`config.mk`:
```
export PLATFORM = sky130hd
export DESIGN_NAME = bgs_front
export DESIGN_NICKNAME = d
export VERILOG_FILES = /design/src/design/bgs_pkg.sv /design/src/design/bgs_front.sv
export SDC_FILE = /design/constraint.sdc
export NUM_CORES = 1
export LEC_CHECK = 0
export BUFFER_PORTS_ARGS = -buffer_cell sky130_fd_sc_hd__buf_2
export CORE_AREA = 4 4 126 128
export DETAILED_ROUTE_END_ITERATION = 6
export DIE_AREA = 0 0 130 132
export GPL_TIMING_DRIVEN = 0
export PLACE_DENSITY = 0.73
export SLEW_MARGIN = 0
export SYNTH_ARGS = -nofsm -noshare
export SYNTH_HDL_FRONTEND = slang
export SYNTH_SLANG_ARGS = --single-unit
```
`constraint.sdc`:
```
create_clock -name i_clk -period 2.6 [get_ports i_clk]
set_input_delay 0.13 -clock i_clk [delete_from_list [all_inputs] [get_ports i_clk]]
set_output_delay 0.13 -clock i_clk [all_outputs]
set_load 0.005 [all_outputs]
```
`src/design/bgs_pkg.sv`:
```
package bgs_pkg;

    localparam int MAX_DIMS     = 6;
    localparam int MAX_CHANNELS = 8;
    localparam int CH_W         = 3;
    localparam int CELL_W       = 14;
    localparam int MAX_CELLS    = 16384;
    localparam int FRAC_W       = 8;
    localparam int COORD_W      = 16;
    localparam int VALUE_W      = 32;
    localparam int EXT_W        = 8;
    localparam int EXTS_W       = 48;
    localparam int DIM_W        = 3;
    localparam int NCH_W        = 4;
    localparam int CORNER_W     = 7;
    localparam int WGT_W        = 9;
    localparam int IDX_W        = 10;
    localparam int STRIDE_W     = 15;
    localparam int PROD_W       = 42;
    localparam int ACC_W        = 48;
    localparam int ADDR_W       = 17;
    localparam int MEM_DEPTH    = 131072;
    localparam int CFG_ADDR_W   = 2;
    localparam int IN_DATA_W    = 72;
    localparam int OUT_DATA_W   = 40;

    localparam logic ACT_WRITE = 1'b0;
    localparam logic ACT_POINT = 1'b1;

    typedef enum logic [CFG_ADDR_W-1:0] {
        CFG_DIM_COUNT,
        CFG_CHANNEL_COUNT,
        CFG_HARD_ASSIGNMENT,
        CFG_GRID_EXTENTS
    } t_cfg_idx;

    typedef enum logic [2:0] {
        S_CLEAR,
        S_IDLE,
        S_AXIS,
        S_CHAN,
        S_DRAIN,
        S_EMIT
    } t_state;

    typedef struct packed {
        logic                              is_point;
        logic [CELL_W-1:0]                 cell_idx;
        logic [CH_W-1:0]                   channel;
        logic [VALUE_W-1:0]                value;
        logic [MAX_DIMS-1:0][COORD_W-1:0]  coords;
    } t_cmd;

    typedef struct packed {
        logic [DIM_W-1:0]  dims;
        logic [NCH_W-1:0]  nch;
        logic              hard;
        logic [EXTS_W-1:0] extents;
    } t_cfg;

endpackage

```
`src/design/bgs_front.sv`:
```
module bgs_front (
    input  logic                     i_clk,
    input  logic                     i_rst_n,
    input  logic                     i_valid,
    output logic                     o_ready,
    input  logic                     i_action,
    input  logic [bgs_pkg::CELL_W-1:0]  i_cell,
    input  logic [bgs_pkg::CH_W-1:0]    i_channel,
    input  logic [bgs_pkg::VALUE_W-1:0] i_value,
    input  logic [bgs_pkg::COORD_W-1:0] i_coord,
    input  logic                     i_last,
    input  logic                     i_cfg_we,
    input  logic [bgs_pkg::CFG_ADDR_W-1:0] i_cfg_addr,
    input  logic [bgs_pkg::EXTS_W-1:0]  i_cfg_wdata,
    input  logic                     i_enable,
    input  logic                     i_full,
    output logic                     o_push,
    output bgs_pkg::t_cmd            o_cmd,
    output bgs_pkg::t_cfg            o_cfg
);

    logic [bgs_pkg::MAX_DIMS-1:0][bgs_pkg::COORD_W-1:0] r_coord, n_coord;
    logic [bgs_pkg::DIM_W-1:0] r_cnt, n_cnt;
    logic [bgs_pkg::DIM_W-1:0] r_dims;
    logic [bgs_pkg::NCH_W-1:0] r_nch;
    logic r_hard;
    logic [bgs_pkg::EXTS_W-1:0] r_ext;
    logic accept;

    assign o_ready = i_enable && !i_full;
    assign accept  = i_valid && o_ready;

    always_comb begin
        n_coord = r_coord;
        n_cnt   = r_cnt;
        if (accept && i_action == bgs_pkg::ACT_POINT) begin
            if (r_cnt < bgs_pkg::DIM_W'(bgs_pkg::MAX_DIMS)) begin
                n_coord[r_cnt] = i_coord;
                n_cnt = r_cnt + 1'b1;
            end
            if (i_last) begin
                n_cnt = '0;
            end
        end
    end

    assign o_push = accept && (i_action == bgs_pkg::ACT_WRITE || i_last);
    assign o_cmd  = '{is_point: i_action, cell_idx: i_cell, channel: i_channel,
                      value: i_value, coords: n_coord};

    always_ff @(posedge i_clk) begin
        r_coord <= n_coord;
        if (!i_rst_n) begin
            r_cnt  <= '0;
            r_dims <= 3'd3;
            r_nch  <= 4'd1;
            r_hard <= 1'b0;
            r_ext  <= 48'h1010_1010_1010;
        end else begin
            r_cnt <= n_cnt;
            if (i_cfg_we) begin
                case (bgs_pkg::t_cfg_idx'(i_cfg_addr))
                    bgs_pkg::CFG_DIM_COUNT:       r_dims <= i_cfg_wdata[bgs_pkg::DIM_W-1:0];
                    bgs_pkg::CFG_CHANNEL_COUNT:   r_nch  <= i_cfg_wdata[bgs_pkg::NCH_W-1:0];
                    bgs_pkg::CFG_HARD_ASSIGNMENT: r_hard <= i_cfg_wdata[0];
                    bgs_pkg::CFG_GRID_EXTENTS:    r_ext  <= i_cfg_wdata;
                    default: ;
                endcase
            end
        end
    end

    always_comb begin
        o_cfg.hard    = r_hard;
        o_cfg.extents = r_ext;
        o_cfg.dims    = r_dims;
        if (r_dims == '0) begin
            o_cfg.dims = 3'd1;
        end else if (r_dims > bgs_pkg::DIM_W'(bgs_pkg::MAX_DIMS)) begin
            o_cfg.dims = bgs_pkg::DIM_W'(bgs_pkg::MAX_DIMS);
        end
        o_cfg.nch = r_nch;
        if (r_nch == '0) begin
            o_cfg.nch = 4'd1;
        end else if (r_nch > bgs_pkg::NCH_W'(bgs_pkg::MAX_CHANNELS)) begin
            o_cfg.nch = bgs_pkg::NCH_W'(bgs_pkg::MAX_CHANNELS);
        end
    end

endmodule

```
==> After elaboration in Yosys (flattened, before gate mapping) <==
Cells that the tools add are included.
{ "op_classes": {"eq_ne": 3, "n_addsub": 1, "n_reduce_logical": 16, "n_lt_le_gt_ge": 5, "muxes": 11, "n_bitwise": 1} }
{ "ops": {"columns": ["op", "n"], "rows": [
  ["96-bit 2-to-1 mux", 2],
  ["96-bit bitwise mux", 1],
  ["16-bit demux with 3-bit select", 1],
  ["16-bit 2-to-1 mux", 1],
  ["3-bit 2-to-1 mux", 4],
  ["2-bit AND reduction", 5],
  ["4-bit 2-to-1 mux", 2],
  ["1-bit logical AND", 5],
  ["2-bit equality test, second input constant", 2],
  ["4-bit greater-than comparator, second input constant", 1],
  ["4-bit logical NOT", 1],
  ["3-bit by 4-bit less-than comparator with 1-bit output, second input constant", 1],
  ["3-bit by 1-bit adder with 3-bit output, second input constant", 1],
  ["3-bit by 1-bit >= comparator with 1-bit output, second input constant", 1],
  ["3-bit greater-than comparator, second input constant", 1],
  ["3-bit logical NOT", 1],
  ["3-bit less-than comparator, second input constant", 1],
  ["2-bit by 1-bit equality test with 1-bit output, second input constant", 1],
  ["2-bit logical NOT", 1],
  ["2-bit nonzero test", 1],
  ["1-bit logical NOT", 1],
  ["1-bit logical OR", 1],
  ["1-bit NOT", 1]
]} }
{ "word_totals": {"word_cells": 48, "inputBits": 123, "regBits": 155} }

==> Depth between registers and ports, before layout <==
{ "logic_depth": {"word_depth": 7, "mapped_depth": 6} }

==> Least setup slack after synthesis <==
OpenSTA, ideal clock, no wires.
{ "synth_path": {"path_kind": "reg-to-output", "start": "register r_cnt[2] (netlist bit)", "end": "output o_cmd[85] (netlist bit)", "required_time_ps": 2470, "path_slack_ps": 1008, "stages_incl_launch_ff": 6, "t_arrival_ps": 1462, "path_buffers": 2, "path_cell_list": "dfxtp_1 nor2b_1 and3_1 buf_2 buf_2 mux2_2"} }
{ "synth_lines": {"columns": ["element", "line", "source"], "rows": [
  ["start: declaration", "bgs_front.sv:23", "logic [bgs_pkg::DIM_W-1:0] r_cnt, n_cnt;"],
  ["start signal: assignment", "bgs_front.sv:60", "r_cnt <= n_cnt;"],
  ["end: declaration", "bgs_front.sv:18", "output bgs_pkg::t_cmd o_cmd,"]
]} }

==> summary.md <==
| Metric | Value |
|---|---|
| WL final | `16300 um` |
| Largest area contributor in the netlist | `dfxtp_1` |
| Relative slew slack | `55.8%` |
| Hpwl dp | `11800 um` |
| Pre-Repair DR Iteration Count | `4` |
| RSZ-0062 raised after global routing | `no` |
| Critical R2R Launch | `r_cnt[2]` |
| Distinct cell type count after synthesis | `31` |
| Area share of the largest cell type after synthesis | `53.0%` |
| Grt total ovfl | `0` |
| Synth warn | `0` |
| Final Cycle Share | `92.4%` |
| Worst reg2reg endpoint | `r_coord[70]` |
| Worst Hold Depth | `2` |
| Hold_ws | `0.0313 ns` |
| CTS sink cnt | `155` |
| Die width | `130 um` |
| Initial antenna violation count | `0` |
| Reg2Reg Depth | `4` |
| Drt wl/cell | `15.1 um` |
| Final Hold Viols | `0` |
| Final-stage net count | `999` |
| R2r setup slk | `0.75 ns` |
| H-tree Lvls | `4` |
| Clk_lat worst skew | `0.41 ns` |
| Filler cells | `1257` |
| Synthesized net count | `654` |
| Lkg Pwr | `4.30 nW` |
| Synth Register Bits | `155` |
| Max Fclk | `416 MHz` |
| CP Class | `reg -> out` |
| Number of synthesized flops with an enable pin | `0` |
| Min-delay src | `i_coord[13]` |
| CP Capture Type | `output port` |
| Clock period minus worst slack | `2.40 ns` |
| Async SR Flop Fraction | `0%` |
| Antenna-violating nets left | `0` |
| Critical Path RT | `2.47 ns` |
| Die area | `17200 um^2` |
| Final setup fails | `0` |
| Most used DFF post-synth | `dfxtp_1` |
| Worst-margin pin slew | `0.661 ns` |
| Post-CTS Setup Bufs | `0` |
| Synth Cell Area | `5850 um^2` |
| Layout cells sized above 1 | `52.7%` |
| Worst Path Max Fanout | `10` |
| Drt drc | `0` |
| Num rows | `45` |
| Final Max Slew Viols | `0` |
| 1st-iter DRT viols | `107` |
| Routability congestion estimate | `0.750` |
| Vias in the first global route | `5034` |
| CTS tree | `done` |
| Pwr/cell area | `636 nW/um^2` |
| Clock Pin Slew Worst Setup and Hold Paths | `0.07 ns` |
| Initial core utilization | `39.4%` |
| CP Data Arrival Time | `2.27 ns` |
| Area grow syn2layout | `46.0%` |
| Num CTS Buffers | `17` |
| Skew final | `0.00919 ns` |
| Largest cells by area after synthesis | `dfxtp_1 (53%), mux2_2 (17%), buf_4 (6.7%)` |
| Tightest Hold Check Type | `in -> reg` |
| Via count | `4881` |
| Startpoint Class | `flop` |
| Seq/Total Area, Yosys | `53.0%` |
| # IOs | `327` |
| First-pass GRT wire length | `25300 um` |
| Status | `finished, final reports clean` |
| CTS max path bufs | `2` |
| Worst Hold End | `r_coord[45]` |
| Root Driver | `clkbuf_16` |
| Max-cap violations | `0` |
| Vias/cell | `4.54` |
| Placeable Area | `14900 um^2` |
| VDD IR max | `440 uV` |
| Largest net degree at the start of global routing | `17` |
| Ant diodes | `0` |
| Die Ht | `132 um` |
| Mapped Cells | `530` |
| Gr usage total | `18.4%` |
| Syn avg cell area | `11.0 um^2` |
| Setup_tns | `0 ns` |
| Port bufs | `277` |
==> worst max-delay path, stage by stage, from the launching register on <==
cell and delay (ns):
dfxtp_1 0.43, nor2b_1 0.24, nand3b_1 0.37, buf_2 0.36, mux2_2 0.31, buf_2 0.14
==> cells by family after synthesis <==
kind of cell / synth area share [%]
buffers and inverters: 9.15
muxes: 20.3
DFF: 53.0
and+or+nand+nor: 10.8
adders and majority gates: 0.385
AOI/OAI and AO/OA: 6.39
==> through the flow <==
stage	setup WS, ns	instances	utilization (%)	total power [mW]	instance area (um^2)
2_1_floorplan	1.01	530	-	2.79	5850
3_3_place_gp	0.609	995	50.3	3.04	7470
3_5_place_dp	0.568	995	50.3	3.05	7470
4_1_cts	0.104	1076	57.5	5.50	8540
5_1_grt	0.0390	1076	57.5	5.68	8540
6_report	0.197	1076	57.5	5.43	8540
==> flip-flops by register name (all words and copies together) (netlist names) <==
| signal | cells |
|---|---|
| r_coord | 96 |
| r_ext | 48 |
| r_hard | 1 |
| r_cnt | 3 |
| r_nch | 4 |
| r_dims | 3 |
==> layout make-up <==
class	instances	area, um^2	share of cell area, %
clock inverters	14	138	1.61
multi-input cells	293	2210	25.9
flip-flops and latches	155	3100	36.3
inverters	2	7.51	0.0879
well taps	188	235	2.75
plain buffers	80	531	6.21
repair buffers	326	1880	22.0
clock buffers	18	439	5.14
==> Yosys cell counts (2+ instances only) <==
library cell and count:
a21boi_0 42, a21oi_1 2, and3_1 3, and4b_1 2
buf_1 2, buf_2 7, buf_4 52, clkbuf_1 17
dfxtp_1 155, inv_1 2, mux2_2 86, mux2_4 10
mux2i_1 7, nand2_1 102, nand3_1 8, nand3b_1 5
nor2_1 4, nor2b_1 10, o211ai_1 2
==> power breakdown <==
group          switching, mW  total [mW]  internal, mW
logic                  0.230       0.548         0.318
registers             0.0311        2.51          2.48
clock network           1.01        2.38          1.36
total                   1.28        5.43          4.16
==> placed cells by master, fill, tap and decap left out, types with 5 or more instances in the layout <==
cell           count
buf_2            283
dfxtp_1          155
nand2_1          102
mux2_2            86
buf_4             52
dlygate4sd3_1     49
a21boi_0          42
clkbuf_1          17
clkbuf_16         17
nor2b_1           10
mux2_4            10
nand3_1            8
mux2i_1            7
nand3b_1           5
==> what timing repair did <==
item,CTS,global route
hold endpoints to repair,54,0
gates resized for setup,0,1
hold buffers,49,0
setup endpoints to repair,0,7
==> routing by layer <==
layer / GRT usage (%) / up-vias / wire (um)
met2: 31.0 / 213 / 7800
met1: 21.0 / 2220 / 6490
met3: 6.93 / 26 / 1570
li1: - / 2422 / -
met5: 0 / - / 0
met4: 7.10 / 0 / 391
==> how the worst max path moves through the flow <==
stage | start | endpoint | slack, ns | depth (start not counted)
after floorplan | r_cnt[2] | o_cmd[85] | 1.01 | 5
after global placement | r_cnt[2] | o_cmd[90] | 0.61 | 6
final | r_cnt[2] | o_cmd[78] | 0.20 | 5
after CTS | r_cnt[2] | o_cmd[90] | 0.10 | 6
after global routing | r_cnt[2] | o_cmd[90] | 0.04 | 6
after detailed placement | r_cnt[2] | o_cmd[90] | 0.57 | 6
Power figures use the tool's default switching activity.
