### src/design/bgs_pkg.sv
package bgs_pkg;

    localparam int MAX_DIMS     = 6;
    localparam int MAX_CHANNELS = 8;
    localparam int CH_W         = 3;
    localparam int CELL_W       = 14;
    localparam int MAX_CELLS    = 16384;
    localparam int FRAC_W       = 8;
    localparam int COORD_W      = 16;
    localparam int VALUE_W      = 32;
    localparam int EXT_W        = 8;
    localparam int EXTS_W       = 48;
    localparam int DIM_W        = 3;
    localparam int NCH_W        = 4;
    localparam int CORNER_W     = 7;
    localparam int WGT_W        = 9;
    localparam int IDX_W        = 10;
    localparam int STRIDE_W     = 15;
    localparam int PROD_W       = 42;
    localparam int ACC_W        = 48;
    localparam int ADDR_W       = 17;
    localparam int MEM_DEPTH    = 131072;
    localparam int CFG_ADDR_W   = 2;
    localparam int IN_DATA_W    = 72;
    localparam int OUT_DATA_W   = 40;

    localparam logic ACT_WRITE = 1'b0;
    localparam logic ACT_POINT = 1'b1;

    typedef enum logic [CFG_ADDR_W-1:0] {
        CFG_DIM_COUNT,
        CFG_CHANNEL_COUNT,
        CFG_HARD_ASSIGNMENT,
        CFG_GRID_EXTENTS
    } t_cfg_idx;

    typedef enum logic [2:0] {
        S_CLEAR,
        S_IDLE,
        S_AXIS,
        S_CHAN,
        S_DRAIN,
        S_EMIT
    } t_state;

    typedef struct packed {
        logic                              is_point;
        logic [CELL_W-1:0]                 cell_idx;
        logic [CH_W-1:0]                   channel;
        logic [VALUE_W-1:0]                value;
        logic [MAX_DIMS-1:0][COORD_W-1:0]  coords;
    } t_cmd;

    typedef struct packed {
        logic [DIM_W-1:0]  dims;
        logic [NCH_W-1:0]  nch;
        logic              hard;
        logic [EXTS_W-1:0] extents;
    } t_cfg;

endpackage

### src/design/bgs_cmd_fifo.sv
module bgs_cmd_fifo (
    input  logic          i_clk,
    input  logic          i_rst_n,
    input  logic          i_push,
    input  bgs_pkg::t_cmd i_data,
    output logic          o_full,
    input  logic          i_pop,
    output logic          o_valid,
    output bgs_pkg::t_cmd o_data
);

    bgs_pkg::t_cmd r_mem [2];
    logic r_wp, r_rp;
    logic [1:0] r_cnt;

    assign o_full  = r_cnt == 2'd2;
    assign o_valid = r_cnt != 2'd0;
    assign o_data  = r_mem[r_rp];

    always_ff @(posedge i_clk) begin
        if (i_push) begin
            r_mem[r_wp] <= i_data;
        end
        if (!i_rst_n) begin
            r_wp  <= 1'b0;
            r_rp  <= 1'b0;
            r_cnt <= 2'd0;
        end else begin
            if (i_push) begin
                r_wp <= !r_wp;
            end
            if (i_pop) begin
                r_rp <= !r_rp;
            end
            r_cnt <= r_cnt + 2'(i_push) - 2'(i_pop);
        end
    end

endmodule

### config.mk
export PLATFORM = sky130hd
export DESIGN_NAME = bgs_cmd_fifo
export DESIGN_NICKNAME = d
export VERILOG_FILES = /design/src/design/bgs_pkg.sv /design/src/design/bgs_cmd_fifo.sv
export SDC_FILE = /design/constraint.sdc
export NUM_CORES = 1
export LEC_CHECK = 0
export ABC_AREA = 1
export ABC_CLOCK_PERIOD_IN_PS = 9780
export BUFFER_PORTS_ARGS = -buffer_cell sky130_fd_sc_hd__buf_4
export CORE_MARGIN = 8
export CORE_UTILIZATION = 50
export CTS_CLUSTER_DIAMETER = 60
export DETAILED_ROUTE_END_ITERATION = 16
export PLACE_DENSITY = 0.81
export SLEW_MARGIN = 0
export SYNTH_ARGS = -nofsm -noshare
export SYNTH_HDL_FRONTEND = slang
export SYNTH_SLANG_ARGS = --single-unit
### constraint.sdc
create_clock -name i_clk -period 9.78 [get_ports i_clk]
set_clock_uncertainty 0.05 [all_clocks]
set_input_delay 0.489 -clock i_clk [delete_from_list [all_inputs] [get_ports i_clk]]
set_output_delay 0.489 -clock i_clk [all_outputs]
set_load 0.02 [all_outputs]
* After elaboration in Yosys (flattened, before gate mapping)
Memory sizes are Yosys's and may differ from the RTL's. A register that Yosys moved wholly into a read port is not among the register bits. Cells that the tools add are included.
Word-level totals: flip-flop bits (word level) 4, latch bits 0, bits in writable memories 292, bits in read-only memories 0, bits of input ports 150, output and inout bits 148, word-level logic and storage cells 14, memories 1
Cells by class: add/sub/neg operators 2, multipliers 0, divide/modulo/power cells 0, magnitude comparators 0, equal/unequal tests 1, shift operators 0, mux-type cells 4, bitwise operators 0, reduce and logical (&&, ||, !) cells 3
Memories:
- r_mem | words 2, bits a word 146, rd ports 1, clocked after Yosys merged registers in 1, write ports 1, RTL line bgs_cmd_fifo.sv:12 | bgs_pkg::t_cmd r_mem [2];
Operators with widths (number):
- 2-to-1 mux 1 bit | 4
- adder 2 x 1 -> 2 bit | 1
- equality test 2 bit (second input constant) | 1
- logical NOT 1 bit | 2
- nonzero test 2 bit | 1
- subtractor 2 x 1 -> 2 bit | 1

* Longest topological paths before layout
Gate-level depths: netlist of the first run.
depth in word-level cells 3, gate-level depth with buffers 7, depth with buffers taken out 7

* Worst setup path before layout of the first run
Ideal clock, no wire load.
path kind input -> register, from in i_push, to mem r_mem[0][0] (netlist bit) (enable), setup time 0.657 ns, data arrival time 6.634 ns, required time 9.073 ns, slack 2.439 ns, cell stages on the path 2, path buffers 0, path through inv_1 -> nor2_1
Between the ends: longest elaborated chain between the ends 2
Ends and longest elaborated chain:
- start, declared | RTL line bgs_cmd_fifo.sv:4 | input logic i_push,
- 2-to-1 mux 1 bit | RTL line bgs_cmd_fifo.sv:21 | if (i_push) begin
- 2-to-1 mux 1 bit (implied by the code) | RTL line bgs_cmd_fifo.sv:22 | r_mem[r_wp] <= i_data;
- end, declared | RTL line bgs_cmd_fifo.sv:12
No other way between the ends.

==> results.json, run 1 <==
{
  "cts_made_buffers": 30,
  "period_minus_slack_ns": 3.63,
  "sw_frac_of_total": 0.222,
  "cp_max_fo": 85,
  "area.growth.synth_to_final_pct": 30.7,
  "rsz0062_at_grt": "no",
  "die_area_um2": 26700,
  "first_iter_violations": 272,
  "synth_edf_count": 292,
  "crit_type": "reg -> out",
  "gp_congestion": 0.702,
  "clkPwrFrac": 0.361,
  "ys_top_cells_by_area": "edfxtp_1 81%, mux2_2 15%, clkbuf_8 1.3%",
  "r2r_start": "r_wp",
  "fin_util": 0.657,
  "yosysWarnings": 0,
  "max_stage_delay_ns": 0.94,
  "vias": 5510,
  "grt_overflow": 0,
  "hpwl_mm": 15.2,
  "worst_path_max_delay_cell": "buf_4",
  "routedWlPerCell_um": 20.2,
  "synth_flop_cell": "edfxtp_1",
  "pwr-share-comb": 0.119,
  "layout.cells.non_filler": 1107,
  "switchingPower_mw": 0.640,
  "fp.dieH_um": 163,
  "hold_start": "i_data[139]",
  "grt.total_usage": 0.161,
  "io-pin-count": 298,
  "synth_area_um2": 10800,
  "totalWireLength_mm": 22.4,
  "drc_errors": 0,
  "rows": 54,
  "power.leakage_nw": 5.31,
  "synth_most_common_cell": "edfxtp_1",
  "postCtsHoldBufs": 0,
  "grt_pass1_vias": 6019,
  "yosysTopAreaCellShare": 0.809,
  "cts-htree-levels": 1,
  "p_per_area_nw_per_um2": 203,
  "yosys.area.top_type": "edfxtp_1",
  "post_cts_buffers": 0,
  "die_w_um": 163,
  "coreArea_um2": 21600,
  "cp-end-kind": "primary output",
  "synth_cell_types": 11,
  "cts_tree": "yes",
  "grt_pass1_wl_mm": 33.2,
  "async_reset_ff_frac": 0,
  "hold_violations": 0,
  "place_inst": 1052,
  "setup-tns-final_ns": 0,
  "ant_nets": 0,
  "path_common_cell": "buf_4",
  "antenna_found_initial": 1,
  "grt_max_degree": 86,
  "post_cts_resized": 0,
  "worstPathRequired_ns": 9.24,
  "cp_num_buf_inv": 2,
  "timing.fmax_mhz": 275,
  "cts_buffer_depth": 3,
  "slew-limit-headroom": 0.219,
  "p_int_mw": 2.24,
  "irDropWorstVdd_v": 0.000166,
  "start_util": 0.503,
  "setup_viol_count_final": 0,
  "synth_nets": 639,
  "clkTransAtPathRegs_ns": 0.06,
  "run_status": "complete, no violations",
  "yosys-top-cells-count": "292 x edfxtp_1, 146 x mux2_2, 10 x clkbuf_8, 9 x nand2_1, 8 x nor2_1",
  "insertion_delay_ns": 0.52,
  "cp.arrival_ns": 3.09,
  "firstDrtPassIters": 4,
  "cts.sinks": 297,
  "nFillCells": 1458,
  "crit_chain": "buf_4, mux2_2, buf_4",
  "max_cap_viol_count": 0,
  "min_period_over_period": 0.371,
  "finalMaxSlewViolations": 0,
  "clockRootBuffer": "clkbuf_16",
  "antenna_cells": 0,
  "via_per_inst": 4.98,
  "hp-class": "in -> reg",
  "syn_inst": 487,
  "synth.yosys.seq_area_share": 0.818,
  "path_delay_family": "buffers and inverters",
  "portBuffers": 297,
  "postSynthAreaPerCell_um2": 22.3,
  "layout-drive-gt1-share": 0.588,
  "num-nets-final": 956,
  "ys_seq_elements": 297,
  "tightest_slew_ns": 1.17,
  "seq_power_share": 0.520,
  "critPathLaunchType": "flop"
}
per-layer routing:
metal / up-vias / global-route usage / wire [um] / share of wire
met2: 216 / 0.282 / 11500 / 0.51
li1: 2559 / - / - / -
met5: - / 0 / 11 / 0.00049
met1: 2707 / 0.175 / 8080 / 0.36
met3: 26 / 0.0683 / 2460 / 0.11
met4: 2 / 0.0405 / 345 / 0.015
cell usage in the layout, fill, tap and decap left out, drive strengths merged:
cell    netlist  final
nand2         9      9
inv           7      8
a21oi         1      1
buf           6    301
nand3         1      1
nor2          8      8
edfxtp      292    292
mux2        146    146
dfxtp         5      5
ha            2      2
clkbuf       10     38
bufinv        0      1
clkinv        0     15
final timing paths:
check	end	slack [ns]	cells after the start
max	o_data[33]	6.15	3
min	r_mem[1][139]	0.09	1
max reg2reg	r_mem[1][8]	7.29	3
min reg2reg	r_rp	0.46	2
state kept, by name, summed over array words and instances (netlist names), named ones only:
signal  cells
r_wp        1
r_mem     292
r_cnt       2
r_rp        1
power groups by stage:
stage / clock network [mW] / registers (mW) / logic [mW]
final: 1.04 / 1.50 / 0.342
after global routing: 1.11 / 1.50 / 0.364
after CTS: 1.07 / 1.50 / 0.348
after detailed placement: 0 / 1.53 / 0.346
after global placement: 0 / 1.52 / 0.340
after floorplan: 0 / 1.52 / 0.192
layout make-up:
| cell class | instances | area [um^2] | share of cell area |
|---|---|---|---|
| clock buffer | 38 | 802 | 0.0566 |
| clock inverter | 17 | 101 | 0.00715 |
| inverter | 7 | 31.3 | 0.00221 |
| multi-input combinational | 167 | 1750 | 0.124 |
| sequential | 297 | 8870 | 0.626 |
| tap | 280 | 350 | 0.0247 |
| timing repair buffer | 301 | 2260 | 0.159 |
metrics by stage:
step	area [um^2]	worst slack, ns	power [mW]	hold slack [ns]
final	14200	6.15	2.88	0.0937
after global routing	14200	5.92	2.98	0.0629
after CTS	14200	6.08	2.91	0.0689
after detailed placement	13300	6.66	1.87	0.441
after global placement	13300	6.64	1.86	0.422
after floorplan	10800	2.44	1.72	0.413
kinds of logic (layout without fill, tap and decap cells):
logic type	Yosys count	in the layout	synth area share
fa+ha+maj	2	2	0.00231
buf+inv	23	363	0.0213
flops	297	297	0.818
simple gates	18	18	0.00635
compound gates	1	1	0.000461
mux	146	146	0.152
(Power assumes the default switching activity.)
==> inputs of run 2 (changes only) <==
Settings changed: ABC_AREA 1 to 0, ABC_CLOCK_PERIOD_IN_PS 9780 to 3800.
Clock period 9.78 ns to 3.8 ns, I/O delays scaled along.
==> results.json, run 2 <==
{
  "run_status": "complete, no violations",
  "grt_overflow": 0,
  "regMostFlops": "r_mem",
  "p_per_area_nw_per_um2": 508,
  "synth_nets": 627,
  "firstDrtPassIters": 4,
  "largestRegisters": "r_mem x292, r_cnt x2",
  "muxShareOfSynthArea": 0.152,
  "io-pin-count": 298,
  "power.leakage_nw": 6.00,
  "layout-drive-gt1-share": 0.513,
  "cts.sinks": 297,
  "routedWlPerCell_um": 21.1,
  "synth_fa_ha_area_frac": 0.00231,
  "yosys.area.top_type": "edfxtp_1",
  "hpwl_mm": 15.7,
  "yosys-top-cells-count": "292 x edfxtp_1, 146 x mux2_2, 10 x clkbuf_8, 6 x buf_6, 5 x dfxtp_1",
  "totalWireLength_mm": 26.3,
  "post_cts_resized": 0,
  "area.growth.synth_to_final_pct": 46.1,
  "hp-class": "in -> reg",
  "reg2reg_depth": 4,
  "drc_errors": 0,
  "cts_tree": "yes",
  "rows": 54,
  "synth_most_common_cell": "edfxtp_1",
  "min_period_over_period": 0.669,
  "fp.dieH_um": 163,
  "grt.total_usage": 0.190,
  "clkTransAtPathRegs_ns": 0.06,
  "synth_top_family_by_area": "multiplexers",
  "coreArea_um2": 21600,
  "cp.arrival_ns": 2.30,
  "synth_xor_area_frac": 0.00288,
  "clockRootBuffer": "clkbuf_16",
  "synth.yosys.seq_area_share": 0.818,
  "grt_pass1_vias": 7180,
  "crit_type": "reg -> out",
  "die_area_um2": 26700,
  "synth_flop_cell": "edfxtp_1",
  "nFillCells": 1246,
  "grt_max_degree": 148,
  "yosysTopAreaCellShare": 0.808,
  "place_area_um2": 13300,
  "ant_nets": 0,
  "setup_viol_count_final": 0,
  "rsz0062_at_grt": "no",
  "insertion_delay_ns": 0.53,
  "layout_commonest_cell": "buf_4",
  "start_util": 0.503,
  "postCtsHoldBufs": 150,
  "synth_edf_count": 292,
  "fin_area_um2": 15800,
  "worstHoldPathCells": 2,
  "cp-end-kind": "primary output",
  "timing.fmax_mhz": 393,
  "cp_max_fo": 79,
  "grt_pass1_wl_mm": 39.3,
  "post_cts_buffers": 0,
  "yosys.area_share.simple": 0.00519,
  "cts_made_buffers": 31,
  "synth_area_um2": 10800,
  "slew-limit-headroom": 0.419,
  "syn_inst": 475,
  "ys_seq_elements": 297,
  "antenna_found_initial": 5,
  "finalMaxSlewViolations": 0,
  "tightest_slew_ns": 0.872,
  "hold_violations": 0,
  "yosysWarnings": 0,
  "gp_congestion": 0.730,
  "num-nets-final": 1096,
  "cts_buffer_depth": 3,
  "synth_compound_area_frac": 0.000692,
  "worstPathRequired_ns": 3.56,
  "cts-htree-levels": 1,
  "irDropWorstVdd_v": 0.000453,
  "die_w_um": 163,
  "via_per_inst": 4.98,
  "hold_slack_ns": 0.331,
  "layout_common_cells": "299 x buf_4, 292 x edfxtp_1, 150 x dlygate4sd3_1, 146 x mux2_2, 31 x clkbuf_16",
  "max_cap_viol_count": 0,
  "portBuffers": 297,
  "setup-tns-final_ns": 0,
  "vias": 6231,
  "first_iter_violations": 265,
  "largest_register_ffs": 292,
  "ys_top_cells_by_area": "edfxtp_1 81%, mux2_2 15%, clkbuf_8 1.3%",
  "period_minus_slack_ns": 2.54,
  "postSynthAreaPerCell_um2": 22.8,
  "critPathLaunchType": "flop",
  "async_reset_ff_frac": 0,
  "synth_cell_types": 13
}
[run 2: cells by family (layout without fill, tap and decap cells)]
group           Yosys count  after routing
flops                   297            297
mux                     146            146
buf+inv                  18            511
simple gates              9              9
fa+ha+maj                 2              2
xor+xnor                  2              2
compound gates            1              1
other cells               0              3
[run 2: per-layer routing]
layer / vias to the layer above / GRT usage / share of wire
li1: 2831 / - / -
met1: 3071 / 0.212 / 0.36
met2: 267 / 0.342 / 0.53
met3: 58 / 0.0539 / 0.083
met4: 4 / 0.0659 / 0.029
met5: - / 0 / 0.00065
[run 2: final cells by class]
class | instances | area, um^2 | share of cell area
Sequential cell | 297 | 8870 | 0.560
Timing Repair Buffer | 452 | 3810 | 0.240
Multi-Input combinational cell | 160 | 1770 | 0.112
Clock buffer | 34 | 787 | 0.0497
Tap cell | 280 | 350 | 0.0221
Clock inverter | 23 | 241 | 0.0152
Inverter | 2 | 7.51 | 0.000474
Antenna cell | 3 | 7.51 | 0.000474
[run 2: worst max-delay path: stages, from the launching register on]
cell and delay [ns]:
dfxtp_4 0.66, buf_12 0.41, mux2_2 0.42, buf_4 0.17
[run 2: where the power goes]
group | switching (mW) | internal [mW]
Clock | 1.22 | 1.83
Sequential | 0.0609 | 3.79
Combinational | 0.564 | 0.585
[run 2: per-stage QoR]
stage | total power [mW] | cells | worst slack [ns] | utilization
final | 8.05 | 1251 | 1.26 | 0.735
after global placement | 4.90 | 1041 | 1.80 | 0.617
after detailed placement | 4.93 | 1041 | 1.81 | 0.617
after floorplan | 4.47 | 475 | 0.827 | -
after CTS | 8.09 | 1248 | 1.24 | 0.735
after global routing | 8.32 | 1251 | 1.15 | 0.735
[run 2: worst paths after layout]
check / slack (ns) / endpoint / start
setup / recovery: 1.26 / o_data[23] / flop
hold / removal: 0.33 / r_mem[1][21] / i_data[21]
hold reg to reg: 0.52 / flop / r_rp
setup reg to reg: 1.88 / r_wp / r_wp
==> inputs of run 3 (changes only) <==
Settings changed: ABC_CLOCK_PERIOD_IN_PS 3800 to 2280, CORE_UTILIZATION 50 to 47, PLACE_DENSITY 0.81 to 0.8.
Clock period 3.8 ns to 2.28 ns, I/O delays scaled along.
==> results.json, run 3 (synthesized netlist as in run 2, its figures left out) <==
{
  "post_cts_resized": 0,
  "cp-end-kind": "primary output",
  "period_minus_slack_ns": 2.11,
  "die_w_um": 168,
  "insertion_delay_ns": 0.54,
  "regMostFlops": "r_mem",
  "rows": 55,
  "grt_max_degree": 89,
  "reg2reg_slack_ns": 0.65,
  "critPathLaunchType": "flop",
  "cp.arrival_ns": 1.95,
  "cts_tree": "yes",
  "layout_commonest_cell": "buf_4",
  "cts_made_buffers": 29,
  "num-nets-final": 1099,
  "slew-limit-headroom": 0.645,
  "largest_register_ffs": 292,
  "rsz0062_at_grt": "no",
  "irDropWorstVdd_v": 0.000594,
  "fp.dieH_um": 168,
  "routedWlPerCell_um": 21.3,
  "layout-drive-gt1-share": 0.515,
  "largestRegisters": "r_mem x292, r_cnt x2",
  "p_int_mw": 10.2,
  "tightest_slew_ns": 0.533,
  "postCtsHoldBufs": 150,
  "place_ws_ns": 0.744,
  "grt.total_usage": 0.184,
  "grt_overflow": 0,
  "timing.fmax_mhz": 474,
  "antenna_found_initial": 3,
  "finalMaxSlewViolations": 0,
  "firstDrtPassIters": 4,
  "die_area_um2": 28200,
  "hp-class": "in -> reg",
  "coreArea_um2": 22600,
  "max_cap_viol_count": 0,
  "portBuffers": 297,
  "hold_violations": 0,
  "drc_errors": 0,
  "layout_common_cells": "301 x buf_4, 292 x edfxtp_1, 150 x dlygate4sd3_1, 146 x mux2_2, 29 x clkbuf_16",
  "fin_area_um2": 15900,
  "worstPathRequired_ns": 2.12,
  "via_per_inst": 4.97,
  "start_util": 0.479,
  "clockRootBuffer": "clkbuf_16",
  "total_power_mw": 13.2,
  "seq_power_share": 0.484,
  "run_status": "complete, no violations",
  "setup_viol_count_final": 0,
  "r2r-end": "r_wp",
  "setup-tns-final_ns": 0,
  "grt_pass1_wl_mm": 40.3,
  "area.growth.synth_to_final_pct": 46.3,
  "crit_path_end": "o_data[78]",
  "clkPwrFrac": 0.368,
  "pwr-share-comb": 0.148,
  "cts-htree-levels": 1,
  "reg2reg_depth": 4,
  "first_iter_violations": 335,
  "worstHoldPathCells": 2,
  "place_area_um2": 13400,
  "post_cts_buffers": 0,
  "power.leakage_nw": 6.01,
  "min_period_over_period": 0.926,
  "crit_type": "reg -> out",
  "switchingPower_mw": 3.02,
  "r2r_start": "r_wp",
  "grt_pass1_vias": 7082,
  "sw_frac_of_total": 0.229,
  "ant_nets": 0,
  "cts.sinks": 297,
  "vias": 6247,
  "p_per_area_nw_per_um2": 834,
  "totalWireLength_mm": 26.8,
  "hpwl_mm": 16.0,
  "clkTransAtPathRegs_ns": 0.06,
  "gp_congestion": 0.772,
  "cts_buffer_depth": 3,
  "setup_ws_ns": 0.169,
  "cp_max_fo": 38,
  "io-pin-count": 298
}
run 3: cell types whose count changed in the layout (fill, tap and decap cells not counted), moves of 2 or more:
cell	change
inv_8	-2
clkbuf_1	+2
buf_4	+2
buf_12	+3
clkbuf_16	-2
clkinv_1	-2
clkinv_2	-2
run 3: through the flow:
| step | cells | hold WS (ns) | util |
|---|---|---|---|
| 2_1_floorplan | 475 | 0.163 | - |
| 3_5_place_dp | 1051 | 0.251 | 0.591 |
| 5_1_grt | 1257 | 0.225 | 0.701 |
| 4_1_cts | 1255 | 0.217 | 0.701 |
| 6_report | 1257 | 0.245 | 0.701 |
| 3_3_place_gp | 1051 | 0.249 | 0.591 |
run 3: area by class of cell:
class                      count  area (um^2)
tap                          285          357
sequential                   297         8870
clock buffer                  34          744
inverter                       2         7.51
multi-input combinational    160         1770
antenna                        2         5.00
fill                        1365         6770
timing repair buffer         457         3880
clock inverter                20          226
run 3: metal layers:
metal,GRT usage,vias to the layer above,share of wire
met3,0.0465,59,0.071
met4,0.0730,2,0.033
met5,0,-,0.00049
met1,0.195,3091,0.36
met2,0.342,259,0.54
li1,-,2836,-
run 3: power by group through the flow:
stage | registers [mW] | clock network, mW | logic (mW)
after floorplan | 6.49 | 0 | 0.964
after CTS | 6.39 | 4.95 | 1.96
after detailed placement | 6.51 | 0 | 1.73
final | 6.40 | 4.87 | 1.96
after global routing | 6.42 | 5.19 | 2.07
after global placement | 6.49 | 0 | 1.70
run 3: how the worst min path moves through the flow:
stage           startpoint  slack [ns]            end
6_report        i_data[46]        0.24   r_mem[0][46]
5_1_grt         i_data[97]        0.23   r_mem[0][97]
4_1_cts        i_data[132]        0.22  r_mem[1][132]
3_5_place_dp    i_data[69]        0.25   r_mem[0][69]
3_3_place_gp    i_data[55]        0.25   r_mem[0][55]
2_1_floorplan    i_data[0]        0.16    r_mem[0][0]
run 3: worst max-delay path: stages, from the launching register on:
cell and delay [ns]:
dfxtp_4 0.38, buf_4 0.43, mux2_2 0.41, buf_4 0.16
